==> src/rtl/spa_pkg.sv <==
`timescale 1ns / 1ps
`default_nettype none
// ----------------------------------------------------------------------------
// Swizzled pixel address package
// Shared types and constants: pixel format codes, register indexes, the
// configuration bundle and the result bundle.
// ----------------------------------------------------------------------------
package spa_pkg;

  localparam int unsigned FORMAT_W   = 4;
  localparam int unsigned BLOCK_W    = 14;
  localparam int unsigned BWIDTH_W   = 6;
  localparam int unsigned COORD_W    = 11;
  localparam int unsigned ADDR_W     = 22;
  localparam int unsigned BITOFF_W   = 3;
  localparam int unsigned COLUMN_W   = 2;
  localparam int unsigned CFG_IDX_W  = 2;
  localparam int unsigned CFG_DATA_W = 14;

  // Memory holds 2**BLOCK_W blocks of 256 bytes; block numbers wrap there.
  localparam int unsigned MEMORY_BLOCKS   = 16384;
  localparam int unsigned BYTES_PER_BLOCK = 256;

  localparam logic [FORMAT_W-1:0] FMT_CT32  = 4'd0;
  localparam logic [FORMAT_W-1:0] FMT_CT24  = 4'd1;
  localparam logic [FORMAT_W-1:0] FMT_CT16  = 4'd2;
  localparam logic [FORMAT_W-1:0] FMT_CT16S = 4'd3;
  localparam logic [FORMAT_W-1:0] FMT_T8    = 4'd4;
  localparam logic [FORMAT_W-1:0] FMT_T4    = 4'd5;
  localparam logic [FORMAT_W-1:0] FMT_T8H   = 4'd6;
  localparam logic [FORMAT_W-1:0] FMT_T4HL  = 4'd7;
  localparam logic [FORMAT_W-1:0] FMT_T4HH  = 4'd8;
  localparam logic [FORMAT_W-1:0] FMT_Z32   = 4'd9;
  localparam logic [FORMAT_W-1:0] FMT_Z24   = 4'd10;
  localparam logic [FORMAT_W-1:0] FMT_Z16   = 4'd11;
  localparam logic [FORMAT_W-1:0] FMT_Z16S  = 4'd12;

  localparam logic [CFG_IDX_W-1:0] REG_PIXEL_FORMAT = 2'd0;
  localparam logic [CFG_IDX_W-1:0] REG_START_BLOCK  = 2'd1;
  localparam logic [CFG_IDX_W-1:0] REG_BUFFER_WIDTH = 2'd2;

  typedef enum logic [2:0] {
    DEPTH_NONE = 3'd0,
    DEPTH_32   = 3'd1,
    DEPTH_16   = 3'd2,
    DEPTH_8    = 3'd3,
    DEPTH_4    = 3'd4
  } depth_t;

  typedef struct packed {
    logic [FORMAT_W-1:0] pixel_format;
    logic [BLOCK_W-1:0]  start_block;
    logic [BWIDTH_W-1:0] buffer_width;
  } cfg_t;

  typedef struct packed {
    logic                address_valid;
    logic [ADDR_W-1:0]   byte_address;
    logic [BITOFF_W-1:0] bit_offset;
    logic [BLOCK_W-1:0]  block_number;
    logic [COLUMN_W-1:0] column_number;
  } result_t;

endpackage : spa_pkg
`default_nettype wire

==> src/rtl/spa_pixel_if.sv <==
`timescale 1ns / 1ps
`default_nettype none
// ----------------------------------------------------------------------------
// Pixel coordinate channel
// Valid/ready channel carrying one pixel coordinate per transfer.
// ----------------------------------------------------------------------------
interface spa_pixel_if;
  logic        valid;
  logic        ready;
  logic [10:0] pixel_x;
  logic [10:0] pixel_y;

  modport source (output valid, output pixel_x, output pixel_y, input ready);
  modport sink   (input valid, input pixel_x, input pixel_y, output ready);
endinterface : spa_pixel_if
`default_nettype wire

==> src/rtl/spa_result_if.sv <==
`timescale 1ns / 1ps
`default_nettype none
// ----------------------------------------------------------------------------
// Address result channel
// Valid/ready channel carrying one pixel address result per transfer.
// ----------------------------------------------------------------------------
interface spa_result_if;
  logic        valid;
  logic        ready;
  logic        address_valid;
  logic [21:0] byte_address;
  logic [2:0]  bit_offset;
  logic [13:0] block_number;
  logic [1:0]  column_number;

  modport source (output valid, output address_valid, output byte_address,
                  output bit_offset, output block_number, output column_number,
                  input ready);
  modport sink   (input valid, input address_valid, input byte_address,
                  input bit_offset, input block_number, input column_number,
                  output ready);
endinterface : spa_result_if
`default_nettype wire

==> src/rtl/swizzled_pixel_address.sv <==
`timescale 1ns / 1ps
`default_nettype none
// ----------------------------------------------------------------------------
// Swizzled pixel address generator
// Maps a pixel coordinate to its byte, bit, block and column in a tiled
// 4 MiB memory for the configured pixel format, start block and buffer width.
//
// Channels: pixel (sink) takes pixel_x/pixel_y; result (source) gives
// address_valid, byte_address, bit_offset, block_number, column_number.
// Configuration: cfg_write_en with cfg_index 0 pixel_format, 1 start_block,
// 2 buffer_width; other indexes are ignored. Write only while idle.
// Pipeline: input register, then result register; the result register loads
// from the input stage whenever it is free. Throughput: one pixel per cycle
// while result.ready stays high, set by the single pass through page
// multiply, block table and column table between the two registers.
// Reset: configuration clears to zero, both pipeline stages empty.
// Stall: a held result keeps its register; an empty input stage still takes
// one more pixel, then pixel.ready drops until result.ready returns.
// ----------------------------------------------------------------------------
module swizzled_pixel_address
  import spa_pkg::*;
(
  input  wire logic                  clk,
  input  wire logic                  rst,
  input  wire logic                  cfg_write_en,
  input  wire logic [CFG_IDX_W-1:0]  cfg_index,
  input  wire logic [CFG_DATA_W-1:0] cfg_data,
  spa_pixel_if.sink                  pixel,
  spa_result_if.source               result
);

  cfg_t                cfg;
  result_t             calc_res;
  logic                in_valid;
  logic [COORD_W-1:0]  in_x;
  logic [COORD_W-1:0]  in_y;
  logic                out_valid;
  result_t             out_res;
  logic                out_free;
  logic                in_free;

  spa_cfg_regs u_cfg (
    .clk          (clk),
    .rst          (rst),
    .cfg_write_en (cfg_write_en),
    .cfg_index    (cfg_index),
    .cfg_data     (cfg_data),
    .cfg          (cfg)
  );

  spa_addr_calc u_calc (
    .cfg (cfg),
    .x   (in_x),
    .y   (in_y),
    .res (calc_res)
  );

  assign out_free    = !out_valid || result.ready;
  assign in_free     = !in_valid || out_free;
  assign pixel.ready = in_free;

  always_ff @(posedge clk) begin
    if (rst) begin
      in_valid <= 1'b0;
    end else if (in_free) begin
      in_valid <= pixel.valid;
    end
  end

  always_ff @(posedge clk) begin
    if (in_free && pixel.valid) begin
      in_x <= pixel.pixel_x;
      in_y <= pixel.pixel_y;
    end
  end

  always_ff @(posedge clk) begin
    if (rst) begin
      out_valid <= 1'b0;
    end else if (out_free) begin
      out_valid <= in_valid;
    end
  end

  always_ff @(posedge clk) begin
    if (out_free && in_valid) begin
      out_res <= calc_res;
    end
  end

  assign result.valid         = out_valid;
  assign result.address_valid = out_res.address_valid;
  assign result.byte_address  = out_res.byte_address;
  assign result.bit_offset    = out_res.bit_offset;
  assign result.block_number  = out_res.block_number;
  assign result.column_number = out_res.column_number;

endmodule : swizzled_pixel_address
`default_nettype wire

==> src/rtl/spa_cfg_regs.sv <==
`timescale 1ns / 1ps
`default_nettype none
// ----------------------------------------------------------------------------
// Configuration registers
// Pixel format, start block and buffer width, written by index.
// ----------------------------------------------------------------------------
module spa_cfg_regs
  import spa_pkg::*;
(
  input  wire logic                  clk,
  input  wire logic                  rst,
  input  wire logic                  cfg_write_en,
  input  wire logic [CFG_IDX_W-1:0]  cfg_index,
  input  wire logic [CFG_DATA_W-1:0] cfg_data,
  output cfg_t                       cfg
);

  logic [FORMAT_W-1:0] pixel_format;
  logic [BLOCK_W-1:0]  start_block;
  logic [BWIDTH_W-1:0] buffer_width;

  always_ff @(posedge clk) begin
    if (rst) begin
      pixel_format <= '0;
      start_block  <= '0;
      buffer_width <= '0;
    end else if (cfg_write_en) begin
      case (cfg_index)
        REG_PIXEL_FORMAT: pixel_format <= cfg_data[FORMAT_W-1:0];
        REG_START_BLOCK:  start_block  <= cfg_data[BLOCK_W-1:0];
        REG_BUFFER_WIDTH: buffer_width <= cfg_data[BWIDTH_W-1:0];
        default: ;
      endcase
    end
  end

  assign cfg = '{pixel_format: pixel_format,
                 start_block:  start_block,
                 buffer_width: buffer_width};

endmodule : spa_cfg_regs
`default_nettype wire

==> src/rtl/spa_addr_calc.sv <==
`timescale 1ns / 1ps
`default_nettype none
// ----------------------------------------------------------------------------
// Address calculation
// Page placement, block table lookup and column swizzle for one pixel.
// ----------------------------------------------------------------------------
module spa_addr_calc
  import spa_pkg::*;
(
  input  wire cfg_t                cfg,
  input  wire logic [COORD_W-1:0]  x,
  input  wire logic [COORD_W-1:0]  y,
  output result_t                  res
);

  localparam logic [7:0] BYTE8 [256] = '{
      0,   4,  16,  20,  32,  36,  48,  52,   8,  12,  24,  28,  40,  44,  56,  60,
      2,   6,  18,  22,  34,  38,  50,  54,  10,  14,  26,  30,  42,  46,  58,  62,
     33,  37,  49,  53,   1,   5,  17,  21,  41,  45,  57,  61,   9,  13,  25,  29,
     35,  39,  51,  55,   3,   7,  19,  23,  43,  47,  59,  63,  11,  15,  27,  31,
     66,  70,  82,  86,  98, 102, 114, 118,  74,  78,  90,  94, 106, 110, 122, 126,
     64,  68,  80,  84,  96, 100, 112, 116,  72,  76,  88,  92, 104, 108, 120, 124,
     99, 103, 115, 119,  67,  71,  83,  87, 107, 111, 123, 127,  75,  79,  91,  95,
     97, 101, 113, 117,  65,  69,  81,  85, 105, 109, 121, 125,  73,  77,  89,  93,
    128, 132, 144, 148, 160, 164, 176, 180, 136, 140, 152, 156, 168, 172, 184, 188,
    130, 134, 146, 150, 162, 166, 178, 182, 138, 142, 154, 158, 170, 174, 186, 190,
    161, 165, 177, 181, 129, 133, 145, 149, 169, 173, 185, 189, 137, 141, 153, 157,
    163, 167, 179, 183, 131, 135, 147, 151, 171, 175, 187, 191, 139, 143, 155, 159,
    194, 198, 210, 214, 226, 230, 242, 246, 202, 206, 218, 222, 234, 238, 250, 254,
    192, 196, 208, 212, 224, 228, 240, 244, 200, 204, 216, 220, 232, 236, 248, 252,
    227, 231, 243, 247, 195, 199, 211, 215, 235, 239, 251, 255, 203, 207, 219, 223,
    225, 229, 241, 245, 193, 197, 209, 213, 233, 237, 249, 253, 201, 205, 217, 221
  };

  depth_t              depth;
  logic [2:0]          bx;
  logic [2:0]          by;
  logic [3:0]          lx;
  logic [3:0]          ly;
  logic [5:0]          page_row;
  logic [4:0]          page_col;
  logic [5:0]          across_raw;
  logic [5:0]          across;
  logic [11:0]         row_base;
  logic [8:0]          page_low;
  logic [4:0]          c32_blk;
  logic [4:0]          c16_blk;
  logic [4:0]          c16s_blk;
  logic [4:0]          blk;
  logic [BLOCK_W-1:0]  block;
  logic [7:0]          byte_off;

  always_comb begin
    case (cfg.pixel_format) inside
      FMT_CT32, FMT_CT24, FMT_T8H, FMT_T4HL, FMT_T4HH, FMT_Z32, FMT_Z24:
        depth = DEPTH_32;
      FMT_CT16, FMT_CT16S, FMT_Z16, FMT_Z16S: depth = DEPTH_16;
      FMT_T8: depth = DEPTH_8;
      FMT_T4: depth = DEPTH_4;
      default: depth = DEPTH_NONE;
    endcase
  end

  // Page geometry per depth
  always_comb begin
    case (depth)
      DEPTH_32: begin
        bx       = x[5:3];
        by       = {1'b0, y[4:3]};
        lx       = {1'b0, x[2:0]};
        ly       = {1'b0, y[2:0]};
        page_row = y[10:5];
        page_col = x[10:6];
      end
      DEPTH_16: begin
        bx       = {1'b0, x[5:4]};
        by       = y[5:3];
        lx       = x[3:0];
        ly       = {1'b0, y[2:0]};
        page_row = {1'b0, y[10:6]};
        page_col = x[10:6];
      end
      DEPTH_8: begin
        bx       = x[6:4];
        by       = {1'b0, y[5:4]};
        lx       = x[3:0];
        ly       = y[3:0];
        page_row = {1'b0, y[10:6]};
        page_col = {1'b0, x[10:7]};
      end
      default: begin
        bx       = {1'b0, x[6:5]};
        by       = y[6:4];
        lx       = x[3:0];
        ly       = y[3:0];
        page_row = {2'b00, y[10:7]};
        page_col = {1'b0, x[10:7]};
      end
    endcase
  end

  always_comb begin
    if (depth == DEPTH_8 || depth == DEPTH_4) begin
      across_raw = {1'b0, cfg.buffer_width[5:1]};
    end else begin
      across_raw = cfg.buffer_width;
    end
    across   = (across_raw == '0) ? 6'd1 : across_raw;
    row_base = page_row * across;
    page_low = row_base[8:0] + {4'b0000, page_col};
  end

  // Block inside the page
  always_comb begin
    c32_blk  = {bx[2], by[1], bx[1], by[0], bx[0]};
    c16_blk  = {by[2], bx[1], by[1], bx[0], by[0]};
    c16s_blk = {bx[1], by[1], by[2], bx[0], by[0]};
    case (cfg.pixel_format) inside
      FMT_Z32, FMT_Z24:  blk = c32_blk ^ 5'b11000;
      FMT_CT16, FMT_T4:  blk = c16_blk;
      FMT_CT16S:         blk = c16s_blk;
      FMT_Z16:           blk = c16_blk ^ 5'b11000;
      FMT_Z16S:          blk = c16s_blk ^ 5'b11000;
      default:           blk = c32_blk;
    endcase
    block = cfg.start_block + {page_low, blk};
  end

  // Byte inside the block
  always_comb begin
    case (depth)
      DEPTH_32: byte_off = {ly[2:1], lx[2:1], ly[0], lx[0], 2'b00};
      DEPTH_16: byte_off = {ly[2:1], lx[2:1], ly[0], lx[0], lx[3], 1'b0};
      DEPTH_8:  byte_off = BYTE8[{ly, lx}];
      default:  byte_off = '0;
    endcase
  end

  always_comb begin
    res.bit_offset = '0;
    case (depth)
      DEPTH_NONE: begin
        res.address_valid = 1'b0;
        res.byte_address  = '0;
        res.block_number  = '0;
        res.column_number = '0;
      end
      DEPTH_4: begin
        res.address_valid = 1'b0;
        res.byte_address  = {block, 8'h00};
        res.block_number  = block;
        res.column_number = ly[3:2];
      end
      default: begin
        res.address_valid = 1'b1;
        res.byte_address  = {block, byte_off};
        res.block_number  = block;
        res.column_number = byte_off[7:6];
      end
    endcase
  end

endmodule : spa_addr_calc
`default_nettype wire

==> src/flat_wrapper.sv <==
// flat-port wrapper written by rule: the top's interface ports become plain ports
module swizzled_pixel_address_flat import spa_pkg::*;
  (clk, rst, cfg_write_en, cfg_index, cfg_data, pixel_valid, pixel_pixel_x, pixel_pixel_y, pixel_ready, result_valid, result_address_valid, result_byte_address, result_bit_offset, result_block_number, result_column_number, result_ready);
  spa_pixel_if pixel_i ();
  spa_result_if result_i ();
  input  wire logic clk;
  input  wire logic rst;
  input  wire logic cfg_write_en;
  input  wire logic [CFG_IDX_W-1:0] cfg_index;
  input  wire logic [CFG_DATA_W-1:0] cfg_data;
  input wire logic [$bits(pixel_i.valid)-1:0] pixel_valid;
  input wire logic [$bits(pixel_i.pixel_x)-1:0] pixel_pixel_x;
  input wire logic [$bits(pixel_i.pixel_y)-1:0] pixel_pixel_y;
  output wire logic [$bits(pixel_i.ready)-1:0] pixel_ready;
  output wire logic [$bits(result_i.valid)-1:0] result_valid;
  output wire logic [$bits(result_i.address_valid)-1:0] result_address_valid;
  output wire logic [$bits(result_i.byte_address)-1:0] result_byte_address;
  output wire logic [$bits(result_i.bit_offset)-1:0] result_bit_offset;
  output wire logic [$bits(result_i.block_number)-1:0] result_block_number;
  output wire logic [$bits(result_i.column_number)-1:0] result_column_number;
  input wire logic [$bits(result_i.ready)-1:0] result_ready;
  assign pixel_i.valid = pixel_valid;
  assign pixel_i.pixel_x = pixel_pixel_x;
  assign pixel_i.pixel_y = pixel_pixel_y;
  assign pixel_ready = pixel_i.ready;
  assign result_valid = result_i.valid;
  assign result_address_valid = result_i.address_valid;
  assign result_byte_address = result_i.byte_address;
  assign result_bit_offset = result_i.bit_offset;
  assign result_block_number = result_i.block_number;
  assign result_column_number = result_i.column_number;
  assign result_i.ready = result_ready;
  swizzled_pixel_address u_core (.clk(clk), .rst(rst), .cfg_write_en(cfg_write_en), .cfg_index(cfg_index), .cfg_data(cfg_data), .pixel(pixel_i), .result(result_i));
endmodule
==> config.mk <==
export PLATFORM = sky130hd
export DESIGN_NAME = swizzled_pixel_address_flat
export DESIGN_NICKNAME = d
export VERILOG_FILES = /design/src/rtl/spa_pkg.sv /design/src/rtl/spa_pixel_if.sv /design/src/rtl/spa_result_if.sv /design/src/rtl/swizzled_pixel_address.sv /design/src/rtl/spa_cfg_regs.sv /design/src/rtl/spa_addr_calc.sv /design/src/flat_wrapper.sv
export SDC_FILE = /design/constraint.sdc
export NUM_CORES = 1
export LEC_CHECK = 0
export BUFFER_PORTS_ARGS = -buffer_cell sky130_fd_sc_hd__buf_2
export CAP_MARGIN = 20
export CORE_ASPECT_RATIO = 1.1
export CORE_MARGIN = 1
export CORE_UTILIZATION = 52
export CTS_CLUSTER_DIAMETER = 30
export DETAILED_ROUTE_END_ITERATION = 7
export GPL_ROUTABILITY_DRIVEN = 0
export PLACE_DENSITY = 0.78
export SYNTH_ARGS = -nofsm -noshare
export SYNTH_HDL_FRONTEND = slang
export SYNTH_SLANG_ARGS = --single-unit
==> constraint.sdc <==
create_clock -name clk -period 6.2 [get_ports clk]
set_input_delay 1.55 -clock clk [delete_from_list [all_inputs] [get_ports clk]]
set_output_delay 1.55 -clock clk [all_outputs]
set_load 0.01 [all_outputs]
Word-level counts from Yosys, hierarchy flattened:

Memories as Yosys holds them, arrays and structs flattened.
Cells that the tools add are included.

* output and inout bits: 44
* memories kept: 1
* flip-flop bits (word level): 87
* memory bits (read-only): 2048

* $add $sub $neg: 2
* order comparisons: 1
* muxes and demuxes: 22
* equality and inequality tests: 18
* multiply operators: 1
* reduce and logical (&&, ||, !) cells: 20
* bitwise operators: 4

Memory list
* (no name shown): words 256, bits a word 8, rd ports 1, clocked after Yosys merged registers in 0, write ports 0, line spa_addr_calc.sv:134 `DEPTH_8: byte_off = BYTE8[{ly, lx}];`

Operator list (number)
* one-hot mux 23 bit (2 select lines): 1
* one-hot mux 16 bit (2 select lines): 1
* 2-to-1 mux 5 bit: 6
* one-hot mux 8 bit (3 select lines): 1
* == test 4 bit (second input constant): 5
* one-hot mux 3 bit (3 select lines): 2
* == test 4 x 3 -> 1 bit (second input constant): 4
* 2-to-1 mux 8 bit: 2
* adder 14 bit: 1
* 2-to-1 mux 3 bit: 4
* 2-to-1 mux 6 bit: 2
* one-hot mux 6 bit (2 select lines): 1
* adder 9 x 5 -> 9 bit: 1
* greater-or-equal comparator 9 bit (second input constant): 1
* multiplier 6 x 6 -> 9 bit: 1
* inverter 8 -> 9 bit: 1
* == test 4 x 2 -> 1 bit (second input constant): 2
* 2-to-1 mux 4 bit: 2
* OR reduction 2 bit: 4
* OR reduction 7 bit: 1
* == test 3 x 2 -> 1 bit (second input constant): 2
* zero test 6 bit: 1
* inverter 2 bit: 3
* AND reduction 2 bit: 3
* other kinds (12): 16

Longest topological paths before layout:

Gate-level depths: netlist (run 1).

* word-level depth: 15
* mapped depth: 27
* gate-level depth less buffers: 24

By module:

Synthesis (run 1) repeated with hierarchy kept, for this count alone.

* cell total of the unflattened synthesis: 554
* area, all modules: 5839.4 µm²

By module, submodules not included
* spa_addr_calc: instances 1, area an instance 2793.9 µm², cells each 384, sequential area each 0.0 µm²
* swizzled_pixel_address: instances 1, area an instance 2025.7 µm², cells each 74, sequential area each 1961.9 µm²
* spa_cfg_regs: instances 1, area an instance 1019.7 µm², cells each 96, sequential area each 480.5 µm²

Worst setup path before layout (run 1):

No wires, ideal clock.

* path type: flip-flop to flip-flop
* start: register u_core.u_cfg.pixel_format[2]
* end: register u_core.out_res (netlist bit u_core.result.block_number[13]) (data pin)
* clock period less this slack: 5.827 ns
* cell stages (with the launch flop): 26
* data arrival time: 5.561 ns
* path buffers: 1
* slack: 0.373 ns
* data required time: 5.934 ns
* path through: dfxtp_1 buf_4 nor3b_4 mux2i_1 nand4_1 o22a_1 or2_2 fa_1 inv_1 ha_1 inv_1 fa_1 fa_1 inv_1 ha_1 o21a_1 o21ai_0 nor2b_1 xnor2_1 ha_1 o21ai_0 nand2b_1 a21oi_1 a31oi_1 xor2_1 nor2_1

RTL lines
* start: declaration: line spa_cfg_regs.sv:18 `logic [FORMAT_W-1:0] pixel_format;`
* start signal: assignment: line spa_cfg_regs.sv:29 `REG_PIXEL_FORMAT: pixel_format <= cfg_data[FORMAT_W-1:0];`
* end signal: assignment: line swizzled_pixel_address.sv:87 `out_res <= calc_res;`
* end: declaration: line swizzled_pixel_address.sv:38 `result_t out_res;`

==> results of run 1 <==
[timing repair]
item | in CTS | in global routing
buffers inserted | 0 | 4
endpoints found under the setup margin | 0 | 3
gates resized for setup | 0 | 3
[per-layer routing]
| metal | GRT usage, % | wire length, um | vias up |
|---|---|---|---|
| met5 | 0 | 0 | - |
| met4 | 9.87 | 303 | 0 |
| met3 | 4.72 | 845 | 24 |
| met2 | 38.8 | 5510 | 193 |
| met1 | 29.0 | 4620 | 1956 |
| li1 | - | - | 1992 |
[cell families (layout without fill, tap and decap cells)]
kind of cell	Yosys count	after routing	synth area share (%)
and+or+nand+nor	191	191	18.3
AOI/OAI and AO/OA	106	106	13.6
DFF	73	73	37.8
buffers and inverters	67	151	6.77
adders and majority gates	51	51	15.1
xor gates and xnor gates	22	22	4.18
muxes	21	21	4.23
other	1	3	0.0733
[worst max path at each step]
stage | endpoint | cells after the start
after floorplan | u_core.result.block_number[13] | 25
after global placement | u_core.result.block_number[13] | 24
after detailed placement | u_core.result.block_number[13] | 23
after CTS | u_core.result.block_number[13] | 23
after global routing | u_core.result.block_number[13] | 25
final | u_core.result.block_number[13] | 25
[where the power goes]
| part | internal, mW | switching [mW] | leakage (nW) |
|---|---|---|---|
| registers | 0.564 | 0.0188 | 0.662 |
| clock network | 0.268 | 0.182 | 0.110 |
| logic | 0.187 | 0.235 | 1.79 |
[sequential cells by signal, summed over array words and instances (netlist names)]
name,flops
u_core.in_valid,1
u_core.u_cfg.buffer_width,6
u_core.result.valid,1
u_core.u_cfg.pixel_format,4
u_core.result.byte_address,8
u_core.result.address_valid,1
u_core.in_x,11
u_core.u_cfg.start_block,14
u_core.result.column_number,2
u_core.in_y,11
u_core.result.block_number,14
[area by class of cell]
class | count | share of cell area, %
multi-input combinational | 394 | 48.6
sequential | 73 | 32.9
timing repair buffer | 107 | 10.1
tap | 117 | 2.49
clock buffer | 11 | 2.24
clock inverter | 5 | 1.79
inverter | 28 | 1.79
[per-stage QoR]
| stage | total power [mW] | setup TNS (ns) | util [%] | std cells |
|---|---|---|---|---|
| after global placement | 0.984 | 0 | 59.3 | 715 |
| after global routing | 1.54 | -0.0938 | 62.2 | 735 |
| after detailed placement | 1.01 | 0 | 59.3 | 715 |
| after CTS | 1.46 | 0 | 61.8 | 731 |
| final | 1.45 | 0 | 62.2 | 735 |
| after floorplan | 0.905 | 0 | - | 534 |
[worst max-delay path, delay by kind of cell, from the launching register on]
family	cells	cell delay, ns
AOI/OAI and AO/OA	6	0.99
xor gates and xnor gates	2	0.23
adders and majority gates	6	2.43
buffers and inverters	4	0.30
DFF	1	0.40
muxes	1	0.26
and+or+nand+nor	6	1.06
[placed cells by master (no fill, tap or decap), types with 3 or more instances in the layout]
| master | Yosys | final |
|---|---|---|
| nand3_1 | 3 | 3 |
| ha_1 | 33 | 33 |
| xor2_1 | 9 | 9 |
| nor2b_1 | 17 | 16 |
| conb_1 | 1 | 3 |
| nor4b_1 | 3 | 3 |
| fa_1 | 18 | 18 |
| bufinv_16 | 0 | 3 |
| edfxtp_1 | 47 | 47 |
| clkbuf_8 | 0 | 9 |
| a221oi_1 | 4 | 3 |
| a22oi_1 | 3 | 3 |
| o22ai_1 | 5 | 5 |
| buf_2 | 4 | 83 |
| nand2_1 | 50 | 50 |
| mux2i_1 | 16 | 16 |
| a21oi_1 | 42 | 42 |
| or2_2 | 11 | 11 |
| mux2_2 | 5 | 5 |
| xnor2_1 | 11 | 11 |
| a21o_1 | 5 | 5 |
| dfxtp_1 | 26 | 24 |
| o21ai_0 | 23 | 23 |
| buf_4 | 18 | 24 |
| nor2_1 | 67 | 67 |
| a211oi_1 | 3 | 3 |
| nor3_1 | 13 | 13 |
| nand2b_1 | 10 | 10 |
| inv_1 | 28 | 28 |
==> impl_metrics.tcl, run 1 <==
set metrics [dict create \
    yosys_most_used_dff "edfxtp_1" \
    regArea_mm2 0.00193 \
    ant_nets 0 \
    start_util_pct 54.2 \
    coreArea_mm2 0.00944 \
    clock_latency_ns 0.36 \
    synth-edff-count 47 \
    final_cell_area_mm2 0.00587 \
    cts_max_level 3 \
    arrival_ns 6.02 \
    die_h_um 106 \
    yosysSeqAreaShare_pct 37.8 \
    area_delta_synth_final_pct 14.8 \
    worst_slack_ns 0.284 \
    drc 0 \
    yosysTopAreaCell "edfxtp_1" \
    synth.distinct_cells 62 \
    yosysMostFrequentCell "nor2_1" \
    cts_buffer_depth 2 \
    place.port_buffers 83 \
    worstSetupStartpoint "u_core.u_cfg.pixel_format[1]" \
    antenna_cells 0 \
    worst_path_largest_cell_delay_ns 0.54 \
    fill_cells 774 \
    row_count 37 \
    wirelength_um 11300 \
    nNetsFinal 707 \
    yosysWarningCount 0 \
    max_freq_ghz 0.169 \
    worstPathRequired_ns 6.31 \
    cp_max_fo 12 \
    hold-worst-slack_ns 0.470 \
    pre_cts_ws_ns 0.182 \
    syn_area_mm2 0.00512 \
    powerDensity_mw_per_mm2 247 \
    cap_violations 0 \
    cts_made_buffers 9 \
    syn-instance-count 532 \
    dieArea_mm2 0.0102 \
    maxSlewViolCount 0 \
    grt_pass1_wl_um 18100 \
    yosys.area.top_type_share_pct 27.6 \
    grt_max_degree 27 \
    reg2reg_slack_ns 0.28 \
    tightest_slew_ns 0.997 \
    synth-seq-cells 73 \
    overflow 0 \
    status "completed" \
    min_to "u_core.u_cfg.start_block[2]" \
    wl_per_cell_um 15.3 \
    yosys-top-cells-area "edfxtp_1 28%, dfxtp_1 10%, ha_1 8.1%" \
    fin_skew_ns 0.00848 \
    grt_pass1_vias 3976 \
    final_hold_viol_count 0 \
    dr.pass1.iters 6 \
    synthArstFlopShare_pct 0 \
    slowest_stage "fa_1" \
    cellLeakagePower_nw 2.56 \
    start_kind "flip-flop" \
    min-delay-start "u_core.u_cfg.start_block[2]" \
    vias 4165 \
    ir_worst_vdd_uv 153 \
    pin_count 87 \
    routed_via_density 5.67 \
    synth.top_cells.by_count "67 x nor2_1, 50 x nand2_1, 47 x edfxtp_1" \
    drtIter0Drc 304 \
    maxSlewHeadroom_pct 33.5 \
    finalSetupViolations 0 \
    cts.sinks 73 \
    clk_pin_slew_ns 0.07 \
    r2r_cells 25 \
    rr_startpoint "u_core.u_cfg.pixel_format[1]" \
    min_path_cells 2 \
    endpoint_kind "flip-flop" \
    cts_tree "yes" \
    antenna_found_initial 0 \
    worst_hold_path_type "flip-flop to flip-flop" \
    fin_crit_ns 5.92 \
    multi_input_area_mm2 0.00286 \
    dpl.hpwl_um 8430 \
    critical_path_class "flip-flop to flip-flop" \
    cts_root_buffer "clkbuf_8" \
    fin_crit_sh_pct 95.4 \
    drive_gt1_share_pct 24.9 \
    cts_hold_buf 0 \
    die_w_um 96.6 \
    grt_usage_pct 23.3 \
    dpl_cell_area_mm2 0.00560 \
    avgSynthCellArea_um2 9.62 \
    worst_r2r_endpoint "u_core.result.block_number[13]" \
]
Power figures use the tool's default switching activity.
==> run 2: changes to the inputs <==
--- a/config.mk
+++ b/config.mk
@@ -13,7 +13,7 @@
 export CTS_CLUSTER_DIAMETER = 30
 export DETAILED_ROUTE_END_ITERATION = 7
 export GPL_ROUTABILITY_DRIVEN = 0
-export PLACE_DENSITY = 0.78
+export PLACE_DENSITY = 0.77
 export SYNTH_ARGS = -nofsm -noshare
 export SYNTH_HDL_FRONTEND = slang
 export SYNTH_SLANG_ARGS = --single-unit
==> run 2 against run 1 <==
Power rose by 0.67%; sequential power barely moved; sequential cell count did not move; final area rose by 0.38%; combinational power barely moved.
==> impl_metrics.tcl, run 2 (same netlist as run 1, synthesis figures left out) <==
set metrics [dict create \
    arrival_ns 6.03 \
    maxSlewViolCount 0 \
    total_power_mw 1.46 \
    cts.sinks 73 \
    maxSlewHeadroom_pct 32.3 \
    dpl.hpwl_um 8490 \
    cts_buffer_depth 2 \
    critical_path_class "flip-flop to flip-flop" \
    die_h_um 106 \
    worst_hold_path_type "flip-flop to flip-flop" \
    fin_util_pct 62.4 \
    row_count 37 \
    routed_via_density 5.60 \
    final_common_cell "buf_2" \
    cp_max_fo 10 \
    fill_cells 804 \
    ant_nets 0 \
    cts_tree "yes" \
    clk_pin_slew_ns 0.08 \
    tns_ns 0 \
    drive_gt1_share_pct 24.8 \
    fin_crit_sh_pct 93.7 \
    min-delay-start "u_core.u_cfg.start_block[4]" \
    pre_cts_ws_ns 0.0879 \
    overflow 0 \
    grt_pass1_wl_um 18400 \
    coreArea_mm2 0.00944 \
    r2r_cells 21 \
    grt_pass1_vias 4040 \
    die_w_um 96.6 \
    final_cell_mix "83 x buf_2, 67 x nor2_1, 50 x nand2_1" \
    final_hold_viol_count 0 \
    pin_count 87 \
    wl_per_cell_um 15.4 \
    place.port_buffers 83 \
    cellLeakagePower_nw 2.57 \
    cap_violations 0 \
    antenna_found_initial 0 \
    drtIter0Drc 295 \
    grt_setup_unrepaired "false" \
    max_freq_ghz 0.172 \
    fin_crit_ns 5.81 \
    worst_r2r_endpoint "u_core.result.block_number[12]" \
    endpoint_kind "flip-flop" \
    start_kind "flip-flop" \
    powerDensity_mw_per_mm2 248 \
    min_path_cells 2 \
    hold-worst-slack_ns 0.469 \
    cts_made_buffers 9 \
    ir_worst_vdd_uv 127 \
    dr.pass1.iters 5 \
    clock_latency_ns 0.36 \
    rr_startpoint "u_core.u_cfg.pixel_format[2]" \
    nNetsFinal 705 \
    worstPathRequired_ns 6.42 \
    antenna_cells 0 \
    drc 0 \
    fin_skew_ns 0.0107 \
    worst_slack_ns 0.390 \
    finalSetupViolations 0 \
    tightest_slew_ns 1.01 \
    reg2reg_slack_ns 0.39 \
    status "completed" \
    cts_hold_buf 0 \
    grt_usage_pct 23.7 \
    vias 4103 \
    wirelength_um 11300 \
    start_util_pct 54.2 \
    cts_root_buffer "clkbuf_8" \
    grt_max_degree 28 \
    cts_max_level 3 \
    dieArea_mm2 0.0102 \
    min_to "u_core.u_cfg.start_block[4]" \
    area_delta_synth_final_pct 15.2 \
]
[run 2: final cells by class]
class | count | area, um^2 | area share, %
multi-input combinational | 394 | 2850 | 48.4
sequential | 73 | 1940 | 32.9
timing repair buffer | 105 | 613 | 10.4
tap | 117 | 146 | 2.48
clock buffer | 10 | 128 | 2.16
clock inverter | 6 | 115 | 1.95
inverter | 28 | 105 | 1.78
[run 2: power breakdown]
group	total (mW)	switching, mW	internal (mW)
sequential	0.581	0.0184	0.563
clock	0.460	0.190	0.270
combinational	0.421	0.232	0.190
total	1.46	0.440	1.02
[run 2: worst max path at each step]
stage / from / endpoint / slack [ns] / cells after the start
global placement: u_core.u_cfg.pixel_format[2] / u_core.result.block_number[13] / 0.38 / 24
finish: u_core.u_cfg.pixel_format[2] / u_core.result.block_number[12] / 0.39 / 21
CTS: u_core.u_cfg.pixel_format[2] / u_core.result.block_number[13] / 0.06 / 24
detailed placement: u_core.u_cfg.pixel_format[2] / u_core.result.block_number[13] / 0.09 / 24
global route: u_core.u_cfg.pixel_format[2] / u_core.result.block_number[12] / 0.005 / 23
floorplan: u_core.u_cfg.pixel_format[2] / u_core.result.block_number[13] / 0.37 / 25
[run 2: worst max-delay path, cell delays in order, from the launching register on]
cell and delay (ns):
dfxtp_4 0.41, nor3b_4 0.23, buf_12 0.15, mux2i_1 0.25
nand4_1 0.14, o22a_1 0.29, or2_2 0.31, fa_1 0.48
inv_1 0.04, ha_1 0.26, inv_1 0.05, fa_1 0.52
fa_1 0.55, inv_1 0.05, ha_1 0.32, a21oi_1 0.23
o21bai_1 0.10, a21oi_1 0.19, xnor2_1 0.15, ha_1 0.31
or4_1 0.54, nand3_1 0.09
[run 2: metrics by stage]
stage / area (um^2) / cells
floorplan: 5120 / 534
global placement: 5590 / 714
detailed placement: 5590 / 714
CTS: 5830 / 730
global route: 5900 / 733
finish: 5900 / 733
[run 2: routing by layer]
metal	vias to the layer above	share of wire (%)	global-route usage, %
li1	1991	-	-
met1	1931	42	28.4
met2	154	49	40.0
met3	27	5.8	5.44
met4	0	3.1	10.3
met5	-	0	0
[run 2: timing repair]
| action | 4_1_cts | 5_1_grt |
|---|---|---|
| setup endpoints to repair | 0 | 3 |
| resized for setup | 0 | 5 |
| setup buffers | 0 | 2 |
